--- src/hw/rtl/pqps_pkg.sv ---
// pqps_pkg: shared types, codes and reset values for the periodic query poll scheduler
// used by pqps_cfg and periodic_query_poll_scheduler_top; no dependencies
package pqps_pkg;

	localparam int unsigned NUM_QUERY_TYPES = 5;
	localparam int unsigned QTYPE_W         = 3;
	localparam int unsigned SEQ_W           = 16;
	localparam int unsigned TIME_W          = 32;
	localparam int unsigned IVL_W           = 16;
	localparam int unsigned BACKLOG_W       = 8;
	localparam int unsigned CNT_W           = 32;

	// apb register map
	localparam int unsigned CFG_ADDR_W = 5;
	localparam int unsigned CFG_DATA_W = 32;
	localparam int unsigned CFG_IDX_W  = 3;

	localparam logic [CFG_IDX_W-1:0] REG_PING_IVL    = 3'd0;
	localparam logic [CFG_IDX_W-1:0] REG_POS_IVL     = 3'd1;
	localparam logic [CFG_IDX_W-1:0] REG_STATUS_IVL  = 3'd2;
	localparam logic [CFG_IDX_W-1:0] REG_POD_IVL     = 3'd3;
	localparam logic [CFG_IDX_W-1:0] REG_MIDI_IVL    = 3'd4;
	localparam logic [CFG_IDX_W-1:0] REG_TIMEOUT     = 3'd5;
	localparam logic [CFG_IDX_W-1:0] REG_BACKLOG_LIM = 3'd6;

	// reset values
	localparam logic [IVL_W-1:0]     RST_PING_IVL    = 16'd1000;
	localparam logic [IVL_W-1:0]     RST_POS_IVL     = 16'd40;
	localparam logic [IVL_W-1:0]     RST_STATUS_IVL  = 16'd1000;
	localparam logic [IVL_W-1:0]     RST_POD_IVL     = 16'd25;
	localparam logic [IVL_W-1:0]     RST_MIDI_IVL    = 16'd50;
	localparam logic [IVL_W-1:0]     RST_TIMEOUT     = 16'd400;
	localparam logic [BACKLOG_W-1:0] RST_BACKLOG_LIM = 8'd8;

	// query types, same encoding as response types
	localparam logic [QTYPE_W-1:0] QT_PING   = 3'd0;
	localparam logic [QTYPE_W-1:0] QT_POS    = 3'd1;
	localparam logic [QTYPE_W-1:0] QT_STATUS = 3'd2;
	localparam logic [QTYPE_W-1:0] QT_POD    = 3'd3;
	localparam logic [QTYPE_W-1:0] QT_MIDI   = 3'd4;

	// input word kinds
	typedef enum logic [1:0] {
		KIND_TICK      = 2'd0,
		KIND_RESPONSE  = 2'd1,
		KIND_OTHER_TX  = 2'd2,
		KIND_LINK_DOWN = 2'd3
	} kind_t;

	// send outcomes
	localparam logic [1:0] OUT_REFUSED    = 2'd0;
	localparam logic [1:0] OUT_WRITE_FAIL = 2'd1;

	// result actions
	localparam logic [1:0] ACT_NONE   = 2'd0;
	localparam logic [1:0] ACT_SENT   = 2'd1;
	localparam logic [1:0] ACT_FAILED = 2'd2;

	// configuration seen by the scheduler
	typedef struct packed {
		logic [NUM_QUERY_TYPES-1:0][IVL_W-1:0] interval;
		logic [IVL_W-1:0]                      timeout;
		logic [BACKLOG_W-1:0]                  backlog_limit;
	} cfg_t;

endpackage

--- src/hw/rtl/periodic_query_poll_scheduler_top.sv ---
// periodic_query_poll_scheduler_top: query scheduler datapath with input and result registers
// depends on pqps_pkg and pqps_cfg
// an accepted word enters the input register, then the result register once the result stream is free
// throughput: one word per cycle unless the result stream stalls; single decision stage between the two registers
// reset: asynchronous, clears pending query, sequence counter, issue times and totals,
// and loads the configuration registers with their default values
module periodic_query_poll_scheduler_top
	import pqps_pkg::*;
(
	input  logic                  clk,
	input  logic                  arst_n,
	// apb configuration port
	input  logic                  psel,
	input  logic                  penable,
	input  logic                  pwrite,
	input  logic [CFG_ADDR_W-1:0] paddr,
	input  logic [CFG_DATA_W-1:0] pwdata,
	output logic [CFG_DATA_W-1:0] prdata,
	output logic                  pready,
	// input stream
	input  logic                  s_tvalid,
	output logic                  s_tready,
	// now_ms[31:0], tx_backlog[39:32], send_outcome[41:40], midi_available[42],
	// resp_type[45:43], resp_sequence[61:46], zero fill [63:62]
	input  logic [63:0]           s_tdata,
	// kind[1:0]
	input  logic [1:0]            s_tuser,
	// result stream
	output logic                  m_tvalid,
	input  logic                  m_tready,
	// query_type[2:0], given_seq[18:3], timed_out[19], query_busy[20],
	// timeout_total[52:21], stale_total[84:53], zero fill [87:85]
	output logic [87:0]           m_tdata,
	// action[1:0]
	output logic [1:0]            m_tuser
);

	cfg_t cfg;

	pqps_cfg u_cfg (
		.clk     (clk),
		.arst_n  (arst_n),
		.psel    (psel),
		.penable (penable),
		.pwrite  (pwrite),
		.paddr   (paddr),
		.pwdata  (pwdata),
		.prdata  (prdata),
		.pready  (pready),
		.cfg     (cfg)
	);

	// input stage
	logic                 v_s1;
	kind_t                kind_s1;
	logic [TIME_W-1:0]    now_s1;
	logic [BACKLOG_W-1:0] backlog_s1;
	logic [1:0]           outcome_s1;
	logic                 midi_s1;
	logic [QTYPE_W-1:0]   rtype_s1;
	logic [SEQ_W-1:0]     rseq_s1;

	// scheduler state
	logic                                   busy_q;
	logic [QTYPE_W-1:0]                     busy_type_q;
	logic [SEQ_W-1:0]                       busy_seq_q;
	logic [TIME_W-1:0]                      busy_since_q;
	logic [NUM_QUERY_TYPES-1:0][TIME_W-1:0] last_issue_q;
	logic [SEQ_W-1:0]                       next_seq_q;
	logic [CNT_W-1:0]                       timeout_cnt_q;
	logic [CNT_W-1:0]                       stale_cnt_q;

	// result register
	logic             m_tvalid_q;
	logic [1:0]       action_q;
	logic [QTYPE_W-1:0] qtype_q;
	logic [SEQ_W-1:0] aseq_q;
	logic             timed_out_q;
	logic             qbusy_q;
	logic [CNT_W-1:0] timeout_tot_q;
	logic [CNT_W-1:0] stale_tot_q;

	logic load;
	logic in_acc;

	assign load     = v_s1 & (~m_tvalid_q | m_tready);
	assign s_tready = ~v_s1 | load;
	assign in_acc   = s_tvalid & s_tready;

	// input register
	always_ff @(posedge clk or negedge arst_n) begin
		if (!arst_n) begin
			v_s1 <= 1'b0;
		end else if (s_tready) begin
			v_s1 <= s_tvalid;
		end
	end

	always_ff @(posedge clk) begin
		if (in_acc) begin
			kind_s1    <= kind_t'(s_tuser);
			now_s1     <= s_tdata[31:0];
			backlog_s1 <= s_tdata[39:32];
			outcome_s1 <= s_tdata[41:40];
			midi_s1    <= s_tdata[42];
			rtype_s1   <= s_tdata[45:43];
			rseq_s1    <= s_tdata[61:46];
		end
	end

	// decision logic
	logic                       is_tick;
	logic                       is_resp;
	logic                       waiting;
	logic                       expire;
	logic [NUM_QUERY_TYPES-1:0] due;
	logic [QTYPE_W-1:0]         pick;
	logic                       attempt;
	logic                       take_seq;
	logic                       sent;
	logic                       type_match;
	logic                       resp_clear;
	logic                       stale_inc;
	logic                       busy_nxt;
	logic [TIME_W-1:0]          busy_age;

	assign is_tick  = (kind_s1 == KIND_TICK);
	assign is_resp  = (kind_s1 == KIND_RESPONSE);
	assign busy_age = now_s1 - busy_since_q;
	assign waiting  = busy_q & (busy_age < TIME_W'(cfg.timeout));
	assign expire   = is_tick & busy_q & ~waiting;

	// due flags per query type, midi only when the peer offers it
	always_comb begin
		for (int i = 0; i < NUM_QUERY_TYPES; i++) begin
			due[i] = (now_s1 - last_issue_q[i]) >= TIME_W'(cfg.interval[i]);
		end
		due[QT_MIDI] = due[QT_MIDI] & midi_s1;
	end

	// fixed priority, lowest type first
	always_comb begin
		pick = QT_PING;
		for (int i = NUM_QUERY_TYPES - 1; i >= 0; i--) begin
			if (due[i]) begin
				pick = QTYPE_W'(i);
			end
		end
	end

	assign attempt  = is_tick & ~waiting & (backlog_s1 <= cfg.backlog_limit) & (|due);
	assign take_seq = (attempt | (kind_s1 == KIND_OTHER_TX)) & (outcome_s1 != OUT_REFUSED);
	assign sent     = attempt & (outcome_s1 != OUT_REFUSED) & (outcome_s1 != OUT_WRITE_FAIL);

	assign type_match = is_resp & busy_q & (rtype_s1 < QTYPE_W'(NUM_QUERY_TYPES))
		& (rtype_s1 == busy_type_q);
	assign resp_clear = type_match & (rseq_s1 == busy_seq_q);
	assign stale_inc  = type_match & (rseq_s1 != busy_seq_q);

	// pending flag after this word
	always_comb begin
		busy_nxt = busy_q;
		case (kind_s1)
			KIND_TICK:      busy_nxt = sent | (busy_q & ~expire);
			KIND_RESPONSE:  busy_nxt = busy_q & ~resp_clear;
			KIND_OTHER_TX:  busy_nxt = busy_q;
			KIND_LINK_DOWN: busy_nxt = 1'b0;
			default:        busy_nxt = busy_q;
		endcase
	end

	// state update as the word moves to the result register
	always_ff @(posedge clk or negedge arst_n) begin
		if (!arst_n) begin
			busy_q        <= 1'b0;
			busy_type_q   <= QT_PING;
			busy_seq_q    <= '0;
			busy_since_q  <= '0;
			last_issue_q  <= '0;
			next_seq_q    <= '0;
			timeout_cnt_q <= '0;
			stale_cnt_q   <= '0;
		end else if (load) begin
			busy_q        <= busy_nxt;
			timeout_cnt_q <= timeout_cnt_q + CNT_W'(expire);
			stale_cnt_q   <= stale_cnt_q + CNT_W'(stale_inc);
			if (take_seq) begin
				next_seq_q <= next_seq_q + SEQ_W'(1);
			end
			if (sent) begin
				busy_type_q        <= pick;
				busy_seq_q         <= next_seq_q;
				busy_since_q       <= now_s1;
				last_issue_q[pick] <= now_s1;
			end
		end
	end

	// result register
	always_ff @(posedge clk or negedge arst_n) begin
		if (!arst_n) begin
			m_tvalid_q <= 1'b0;
		end else if (load) begin
			m_tvalid_q <= 1'b1;
		end else if (m_tready) begin
			m_tvalid_q <= 1'b0;
		end
	end

	always_ff @(posedge clk) begin
		if (load) begin
			action_q      <= attempt ? (sent ? ACT_SENT : ACT_FAILED) : ACT_NONE;
			qtype_q       <= attempt ? pick : QT_PING;
			aseq_q        <= (attempt & take_seq) ? next_seq_q : '0;
			timed_out_q   <= expire;
			qbusy_q       <= busy_nxt;
			timeout_tot_q <= timeout_cnt_q + CNT_W'(expire);
			stale_tot_q   <= stale_cnt_q + CNT_W'(stale_inc);
		end
	end

	assign m_tvalid = m_tvalid_q;
	assign m_tuser  = action_q;
	assign m_tdata  = {3'b000, stale_tot_q, timeout_tot_q, qbusy_q, timed_out_q, aseq_q, qtype_q};

	// checks

	// a sent query always leaves a query pending
	assert property (@(posedge clk) disable iff (!arst_n)
		(m_tvalid && m_tuser == ACT_SENT) |-> qbusy_q)
		else $error("sent query not pending");

	// nothing issued reports neither type nor sequence
	assert property (@(posedge clk) disable iff (!arst_n)
		(m_tvalid && m_tuser == ACT_NONE) |-> (qtype_q == QT_PING && aseq_q == '0))
		else $error("idle result carries query fields");

	// expiry counter advances by exactly the expiry flag of the word that moved on
	assert property (@(posedge clk) disable iff (!arst_n)
		load |=> (timeout_cnt_q == $past(timeout_cnt_q) + CNT_W'($past(expire))))
		else $error("timeout counter out of step");

	// a query only becomes pending from a tick
	assert property (@(posedge clk) disable iff (!arst_n)
		$rose(busy_q) |-> $past(load && kind_s1 == KIND_TICK))
		else $error("pending query raised outside a tick");

	// the pending type is always a real query type
	assert property (@(posedge clk) disable iff (!arst_n)
		busy_q |-> (busy_type_q < QTYPE_W'(NUM_QUERY_TYPES)))
		else $error("pending type out of range");

endmodule

--- src/hw/rtl/pqps_cfg.sv ---
// pqps_cfg: apb register file holding intervals, timeout and backlog limit
// depends on pqps_pkg
module pqps_cfg
	import pqps_pkg::*;
(
	input  logic                  clk,
	input  logic                  arst_n,
	input  logic                  psel,
	input  logic                  penable,
	input  logic                  pwrite,
	input  logic [CFG_ADDR_W-1:0] paddr,
	input  logic [CFG_DATA_W-1:0] pwdata,
	output logic [CFG_DATA_W-1:0] prdata,
	output logic                  pready,
	output cfg_t                  cfg
);

	cfg_t                 cfg_q;
	logic [CFG_IDX_W-1:0] idx;
	logic                 wr_en;

	assign pready = 1'b1;
	assign idx    = paddr[CFG_ADDR_W-1:2];
	assign wr_en  = psel & penable & pwrite & pready;
	assign cfg    = cfg_q;

	// register writes
	always_ff @(posedge clk or negedge arst_n) begin
		if (!arst_n) begin
			cfg_q.interval[QT_PING]   <= RST_PING_IVL;
			cfg_q.interval[QT_POS]    <= RST_POS_IVL;
			cfg_q.interval[QT_STATUS] <= RST_STATUS_IVL;
			cfg_q.interval[QT_POD]    <= RST_POD_IVL;
			cfg_q.interval[QT_MIDI]   <= RST_MIDI_IVL;
			cfg_q.timeout             <= RST_TIMEOUT;
			cfg_q.backlog_limit       <= RST_BACKLOG_LIM;
		end else if (wr_en) begin
			case (idx)
				REG_PING_IVL:    cfg_q.interval[QT_PING]   <= pwdata[IVL_W-1:0];
				REG_POS_IVL:     cfg_q.interval[QT_POS]    <= pwdata[IVL_W-1:0];
				REG_STATUS_IVL:  cfg_q.interval[QT_STATUS] <= pwdata[IVL_W-1:0];
				REG_POD_IVL:     cfg_q.interval[QT_POD]    <= pwdata[IVL_W-1:0];
				REG_MIDI_IVL:    cfg_q.interval[QT_MIDI]   <= pwdata[IVL_W-1:0];
				REG_TIMEOUT:     cfg_q.timeout             <= pwdata[IVL_W-1:0];
				REG_BACKLOG_LIM: cfg_q.backlog_limit       <= pwdata[BACKLOG_W-1:0];
				default: ;
			endcase
		end
	end

	// read mux
	always_comb begin
		prdata = '0;
		case (idx)
			REG_PING_IVL:    prdata = CFG_DATA_W'(cfg_q.interval[QT_PING]);
			REG_POS_IVL:     prdata = CFG_DATA_W'(cfg_q.interval[QT_POS]);
			REG_STATUS_IVL:  prdata = CFG_DATA_W'(cfg_q.interval[QT_STATUS]);
			REG_POD_IVL:     prdata = CFG_DATA_W'(cfg_q.interval[QT_POD]);
			REG_MIDI_IVL:    prdata = CFG_DATA_W'(cfg_q.interval[QT_MIDI]);
			REG_TIMEOUT:     prdata = CFG_DATA_W'(cfg_q.timeout);
			REG_BACKLOG_LIM: prdata = CFG_DATA_W'(cfg_q.backlog_limit);
			default:         prdata = '0;
		endcase
	end

endmodule

--- config.mk ---
export PLATFORM = sky130hd
export DESIGN_NAME = periodic_query_poll_scheduler_top
export DESIGN_NICKNAME = d
export VERILOG_FILES = /design/src/hw/rtl/pqps_pkg.sv /design/src/hw/rtl/periodic_query_poll_scheduler_top.sv /design/src/hw/rtl/pqps_cfg.sv
export SDC_FILE = /design/constraint.sdc
export NUM_CORES = 1
export LEC_CHECK = 0
export ABC_CLOCK_PERIOD_IN_PS = 8900
export BUFFER_PORTS_ARGS = -buffer_cell sky130_fd_sc_hd__buf_2
export CORE_UTILIZATION = 54
export CTS_CLUSTER_DIAMETER = 150
export CTS_CLUSTER_SIZE = 20
export DETAILED_ROUTE_END_ITERATION = 10
export PLACE_DENSITY = 0.73
export REMOVE_ABC_BUFFERS = 1
export SKIP_CTS_REPAIR_TIMING = 1
export SLEW_MARGIN = 20
export SYNTH_ARGS = -nofsm -noshare
export SYNTH_HDL_FRONTEND = slang
export SYNTH_HIERARCHICAL = 1
export SYNTH_SLANG_ARGS = --single-unit
--- constraint.sdc ---
create_clock -name clk -period 8.9 [get_ports clk]
set_input_delay 0.445 -clock clk [delete_from_list [all_inputs] [get_ports clk]]
set_output_delay 0.445 -clock clk [all_outputs]
set_load 0.02 [all_outputs]
==> qor.yml, run 1 <==
die:
  die-area_sq_um: 68900
  io_pins: 235
  die_x_um: 263
  core_area_sq_um: 67200
  die_h_um: 263
  start_util: 0.546
  fp-row-count: 95
clock_network:
  insertion_delay_ns: 0.64
  path_clk_slew_ns: 0.09
  cts_tree: "built"
  clkSinkCount: 549
  cts_max_level: 1
  ctsLongestPathBuffers: 3
  clockRootBuffer: "clkbuf_16"
  cts_buffers: 31
grt:
  antenna_found_initial: 4
  grt_pass1_vias: 27700
  grt_pass1_wl_um: 154000
  grt_max_degree: 142
  track_usage: 0.281
  overflow: 0
logic_synthesis:
  synth_flop_cell: "dfrtp_1"
  synthCells: 3765
  ys_types: 105
  yosysWarnings: 6
  synth_area_sq_um: 36700
  seq_area_frac_synth: 0.396
  ys_seq_elements: 549
  synth_async_sr_flop_share: 0.725
  synth_edf_count: 151
  syn_avg_cell_area_sq_um: 9.74
final_layout:
  fillers: 5810
  register_area_sq_um: 14500
  drive_gt1_frac: 0.138
  multi_input_area_sq_um: 20200
  area_delta_synth_final_pct: 8.89
  nNetsFinal: 4373
route:
  num_vias: 28800
  dr.pass1.iters: 6
  via_per_inst: 5.92
  final_antenna_net_count: 0
  drt_iter0_drc: 2274
  drc: 0
  drt-wirelength-per-cell_um: 20.3
  wirelength_um: 98700
critical_path:
  crit_fanout: 7
  crit_required_ns: 9.41
  slowest_delay_ns: 0.51
  end_kind: "register"
  critPathArrivalTime_ns: 8.75
  slowest_stage: "edfxtp_1"
  path_class: "reg2reg"
  crit_top_cell: "and3_1"
  worst_setup_path_start_kind: "register"
  r2r_slack_ns: 0.66
placement:
  io_buffer_count: 194
  dp_hpwl_um: 74700
  gp_congestion: 0.938
sta:
  period_needed_ns: 8.24
  slew-limit-headroom: 0.191
  setup_viol: 0
  finalMaxSlewViolations: 0
  fin_crit_sh: 0.926
  tightest_slew_ns: 1.21
  finalHoldViolCount: 0
  fmax_mhz: 121
  clock_skew_ns: 0.0279
  setup_tns_ns: 0
  rsz0062_at_grt: "no"
pwr:
  vdd_ir_drop_max_mv: 0.170
  clkPwrFrac: 0.193
  p_switching_mw: 2.97
  power.density_nw_per_um2: 196
  finalPower_mw: 7.84
  p_int_mw: 4.86
  leakage_nw: 17.9
  p_sw_frac: 0.379
  pwr-share-seq: 0.397
  p_comb_frac: 0.410
job:
  cap_violations: 0
hold_path:
  hold_class: "in2reg"
run_status:
  status: "completed"
final timing paths:
path / end / cells after the start / start
worst max-delay path: timeout_cnt_q[31] / 35 / now_s1[0]
worst min-delay path: v_s1 / 2 / s_tvalid
worst max register to register: timeout_cnt_q[31] / 35 / now_s1[0]
worst min register to register: last_issue_q[87] / 1 / last_issue_q[87]
max in group asynchronous: last_issue_q[32] / 4 / arst_n
min in group asynchronous: stale_cnt_q[17] / 2 / arst_n
flip-flops by register name, summed over array words and instances, names as in the netlist, 16 cells and up:
register	count
timeout_cnt_q	32
now_s1	32
last_issue_q	160
next_seq_q	16
busy_since_q	32
rseq_s1	16
busy_seq_q	16
aseq_q	16
stale_cnt_q	32
stale_tot_q	32
u_cfg/cfg	104
timeout_tot_q	32
power groups by stage:
stage          logic, mW  registers [mW]  clock network, mW
2_1_floorplan       2.26            3.14                  0
3_3_place_gp        3.08            3.15                  0
3_5_place_dp        3.13            3.16                  0
4_1_cts             3.16            3.11               1.55
5_1_grt             3.58            3.15               1.63
6_report            3.21            3.11               1.51
cell usage after synthesis (29+ instances only):
library cell	instances	area (sq um)
o21ai_0	208	1040
nor2_1	188	706
nand2b_1	31	194
mux2_1	52	586
inv_1	333	1250
mux2i_1	41	410
clkbuf_1	79	297
a211oi_1	32	240
nand3_1	78	390
dfrtp_1	374	9360
edfxtp_1	151	4530
nand4_1	88	551
a21o_1	67	503
xnor2_1	180	1580
nor3_1	58	290
ha_1	294	3680
and2_1	31	194
nor2b_1	37	231
mux2_4	29	435
and3_1	50	313
nand2_1	323	1210
mux2_2	182	2050
xor2_1	101	885
a21oi_1	238	1190
buf_4	32	240
o21a_1	48	360
through the flow:
step | cells | utilization | hold slack, ns | worst slack [ns] | instance area, sq um
3_3_place_gp | 4740 | 0.572 | 0.438 | 0.856 | 38400
2_1_floorplan | 3629 | - | 0.149 | 0.907 | 36000
6_report | 4862 | 0.594 | 0.0141 | 0.657 | 39900
3_5_place_dp | 4740 | 0.572 | 0.444 | 0.720 | 38400
5_1_grt | 4861 | 0.594 | 0.00407 | 0.0301 | 39900
4_1_cts | 4797 | 0.585 | -0.231 | 0.683 | 39300
final cells by class:
cell class | count | share of cell area
diodes | 2 | 0.000125
clock buffers | 56 | 0.0218
clock inverters | 1 | 0.000407
inverters | 333 | 0.0314
multi-input cells | 2747 | 0.506
flip-flops and latches | 549 | 0.364
well taps | 873 | 0.0274
repair buffers | 301 | 0.0490
critical path: cells and delay by family (launching register included):
family	cells	cell delay, ns
XOR/XNOR	2	0.23
buffers and inverters	2	0.35
flip-flops	1	0.51
AO/OA/AOI/OAI	11	2.66
AND/OR/NAND/NOR	16	3.34
adder cells (fa/ha/maj)	4	1.03
cell usage in the layout (no fill, tap or decap), types with 16 or more instances in the layout:
| master | instances |
|---|---|
| nor2b_1 | 35 |
| nand3_1 | 78 |
| and3_1 | 50 |
| nand2_1 | 323 |
| edfxtp_1 | 151 |
| dfrtp_1 | 374 |
| ha_1 | 294 |
| nor2_1 | 188 |
| o21ai_0 | 208 |
| and2_1 | 30 |
| o21bai_1 | 18 |
| a211oi_1 | 32 |
| mux2i_1 | 41 |
| inv_1 | 332 |
| nor3_1 | 58 |
| o221ai_1 | 16 |
| a21o_1 | 67 |
| buf_2 | 193 |
| o21ai_1 | 18 |
| mux2_4 | 29 |
| conb_1 | 20 |
| buf_4 | 43 |
| a31oi_1 | 26 |
| mux2_2 | 182 |
| a21oi_1 | 238 |
| o31ai_1 | 17 |
| o211ai_1 | 25 |
| nand2b_1 | 31 |
| xnor2_1 | 180 |
| dfstp_2 | 24 |
| clkbuf_16 | 31 |
| dlygate4sd3_1 | 63 |
| nand4_1 | 88 |
| mux2_1 | 52 |
| xor2_1 | 101 |
| clkbuf_1 | 25 |
| o21a_1 | 48 |
| nor4_1 | 17 |
cells by family (layout without fill, tap and decap cells):
kind of cell / count (synthesis) / in the layout / synth area share
other cells: 3 / 22 / 0.000307
mux: 305 / 305 / 0.0955
simple gates: 988 / 988 / 0.134
buf+inv: 486 / 691 / 0.0550
flops: 549 / 549 / 0.396
xor+xnor: 281 / 281 / 0.0671
compound gates: 853 / 853 / 0.148
fa+ha+maj: 300 / 300 / 0.104
layer usage:
metal  vias to the layer above  GRT usage  part of all wire
met3                       164     0.0267             0.049
met5                         -          0           0.00013
met1                     14000      0.379              0.44
met2                       814      0.480              0.48
li1                      13800          -                 -
met4                         2     0.0822             0.031
(Power assumes the default switching activity.)
==> run 2: changes to the inputs <==
Settings changed: ABC_CLOCK_PERIOD_IN_PS 8900 to 7780.
Clock period 8.9 ns to 7.78 ns, I/O delays scaled along.
==> run 2 against run 1 <==
Against the previous run: clock-buffer cell count fell by 1; flip-flop and latch count unchanged; highest routed layer is now met4; first-iteration DRC count increased by 2.2%; clock power is 15% higher; final cell count increased by 0.33%; worst hold slack improved by 0.035 ns.
==> qor.yml, run 2 (synthesized netlist as in run 1, its figures left out) <==
critical_path:
  worst_setup_path_start_kind: "register"
  crit_fanout: 6  # -1
  worstReg2RegStart: "now_s1[0]"
  path_class: "reg2reg"
  slowest_stage: "or4_1"
  crit_required_ns: 8.30  # -1.11 ns
  rr_worst_depth: 35  # unchanged
  end_kind: "register"
  r2r_end: "timeout_cnt_q[31]"
  crit_top_cell: "and3_1"
  critPathArrivalTime_ns: 7.93  # -0.82 ns
  r2r_slack_ns: 0.37  # -0.29 ns
  slowest_delay_ns: 0.51  # about the same
final_layout:
  regMostFlops: "last_issue_q"
  final_common_cell: "dfrtp_1"
  nNetsFinal: 4387  # +0.32%
  area_delta_synth_final_pct: 9.43
  layout_common_cells: "dfrtp_1, inv_1, nand2_1"
  drive_gt1_frac: 0.144  # +0.00573
  fin_cells: 4878  # +0.33%
  largest_reg_flops: 160  # unchanged
clock_network:
  clkSinkCount: 549  # unchanged
  cts_tree: "built"
  cts_buffers: 31  # unchanged
  insertion_delay_ns: 0.64  # about the same
  cts_max_level: 1  # unchanged
  path_clk_slew_ns: 0.09  # about the same
  clockRootBuffer: "clkbuf_16"
  ctsLongestPathBuffers: 3  # unchanged
die:
  fp-row-count: 95  # unchanged
  die_x_um: 263  # unchanged
  io_pins: 235  # unchanged
  start_util: 0.546  # unchanged
  core_area_sq_um: 67200  # unchanged
  die-area_sq_um: 68900  # unchanged
  die_h_um: 263  # unchanged
placement:
  dp_hpwl_um: 74600  # about the same
  dp_cells: 4747  # +0.15%
  io_buffer_count: 194  # unchanged
  gp_congestion: 0.966  # +3.0%
grt:
  grt_pass1_wl_um: 153000  # -0.57%
  overflow: 0  # unchanged
  track_usage: 0.280  # -0.00101
  grt_pass1_vias: 27300  # -1.7%
  grt_max_degree: 151  # +6.3%
  antenna_found_initial: 5  # +1
sta:
  clock_skew_ns: 0.0352  # +0.00733 ns
  period_needed_ns: 7.41  # -0.831 ns
  setup_viol: 0  # unchanged
  fin_crit_sh: 0.953  # +0.0265
  finalHoldViolCount: 0  # unchanged
  tightest_slew_ns: 1.05  # -0.157 ns
  fmax_mhz: 135  # +11%
  hold-worst-slack_ns: 0.0490  # +0.0350 ns
  setup_tns_ns: 0  # unchanged
  slew-limit-headroom: 0.296  # +0.106
  finalMaxSlewViolations: 0  # unchanged
pwr:
  clkPwrFrac: 0.192  # about the same
  leakage_nw: 17.9  # +0.41%
  p_int_mw: 5.59  # +15%
  p_comb_frac: 0.415  # +0.005
  power.density_nw_per_um2: 225  # +15%
  p_sw_frac: 0.381  # +0.00187
  pwr-share-seq: 0.393  # -0.004
  p_switching_mw: 3.44  # +16%
  vdd_ir_drop_max_mv: 0.237  # +39%
route:
  via_per_inst: 5.91  # -0.18%
  dr.pass1.iters: 6  # unchanged
  wirelength_um: 99500  # +0.78%
  drt-wirelength-per-cell_um: 20.4  # +0.45%
  final_antenna_net_count: 0  # unchanged
  drt_iter0_drc: 2323  # +2.2%
  num_vias: 28800  # +0.15%
  drc: 0  # unchanged
hold_path:
  min_to: "m_tvalid"
  hp-start: "m_tready"
  hold_class: "in2reg"
  holdPathStages: 3  # +1
run_status:
  status: "completed"
job:
  cap_violations: 0  # unchanged
==> run 2: cell count changes in the layout (fill, tap and decap cells not counted), moves of 2 or more <==
| cell | change |
|---|---|
| nand3_2 | +3 |
| buf_4 | +11 |
| a21oi_1 | -2 |
| inv_6 | +2 |
| o21ai_0 | -2 |
| nand3_1 | -3 |
| a21oi_2 | +2 |
| dlygate4sd3_1 | +3 |
==> run 2: stage by stage <==
| stage | utilization | total power [mW] | setup WS [ns] | area, sq um |
|---|---|---|---|---|
| after floorplan | - | 6.18 | -0.213 | 36000 |
| after global placement | 0.573 | 7.13 | 0.0499 | 38500 |
| after detailed placement | 0.573 | 7.19 | -0.0557 | 38500 |
| after CTS | 0.586 | 8.93 | -0.0969 | 39300 |
| after global routing | 0.597 | 9.59 | -0.0255 | 40100 |
| final | 0.597 | 9.03 | 0.368 | 40100 |
==> run 2: power groups by stage <==
| stage | sequential [mW] | clock (mW) | combinational, mW |
|---|---|---|---|
| floorplan | 3.59 | 0 | 2.59 |
| global placement | 3.59 | 0 | 3.54 |
| detailed placement | 3.61 | 0 | 3.59 |
| CTS | 3.55 | 1.77 | 3.61 |
| global route | 3.59 | 1.86 | 4.14 |
| finish | 3.55 | 1.73 | 3.75 |
==> run 2: how the worst max path moves through the flow <==
stage,start,to,slack (ns),cells after the start
finish,now_s1[0],timeout_cnt_q[31],0.37,35
global placement,now_s1[0],timeout_cnt_q[31],0.05,35
floorplan,now_s1[1],last_issue_q[136],-0.21,21
CTS,now_s1[0],timeout_cnt_q[27],-0.1,35
global route,now_s1[0],timeout_cnt_q[27],-0.03,35
detailed placement,now_s1[1],timeout_cnt_q[27],-0.06,33
==> run 2: routing by layer <==
layer	share of wire	track usage	vias up
met4	0.025	0.0677	0
met1	0.45	0.395	14000
li1	-	-	13900
met3	0.058	0.0298	132
met5	0	0	-
met2	0.47	0.463	795
==> run 2: area by class of cell <==
type | count | area (sq um)
Clock buffer | 55 | 866
Clock inverter | 3 | 22.5
Fill cell | 5783 | 27000
Timing Repair Buffer | 315 | 2070
Inverter | 333 | 1250
Tap cell | 873 | 1090
Multi-Input combinational cell | 2747 | 20300
Antenna cell | 3 | 7.51
Sequential cell | 549 | 14500
==> run 2: worst max-delay path, delay by kind of cell (launching register included) <==
| family | cells | cell delay, ns |
|---|---|---|
| DFF | 1 | 0.39 |
| buffers and inverters | 2 | 0.15 |
| xor gates and xnor gates | 2 | 0.24 |
| AOI/OAI and AO/OA | 11 | 2.38 |
| adders and majority gates | 4 | 0.94 |
| and+or+nand+nor | 16 | 3.20 |
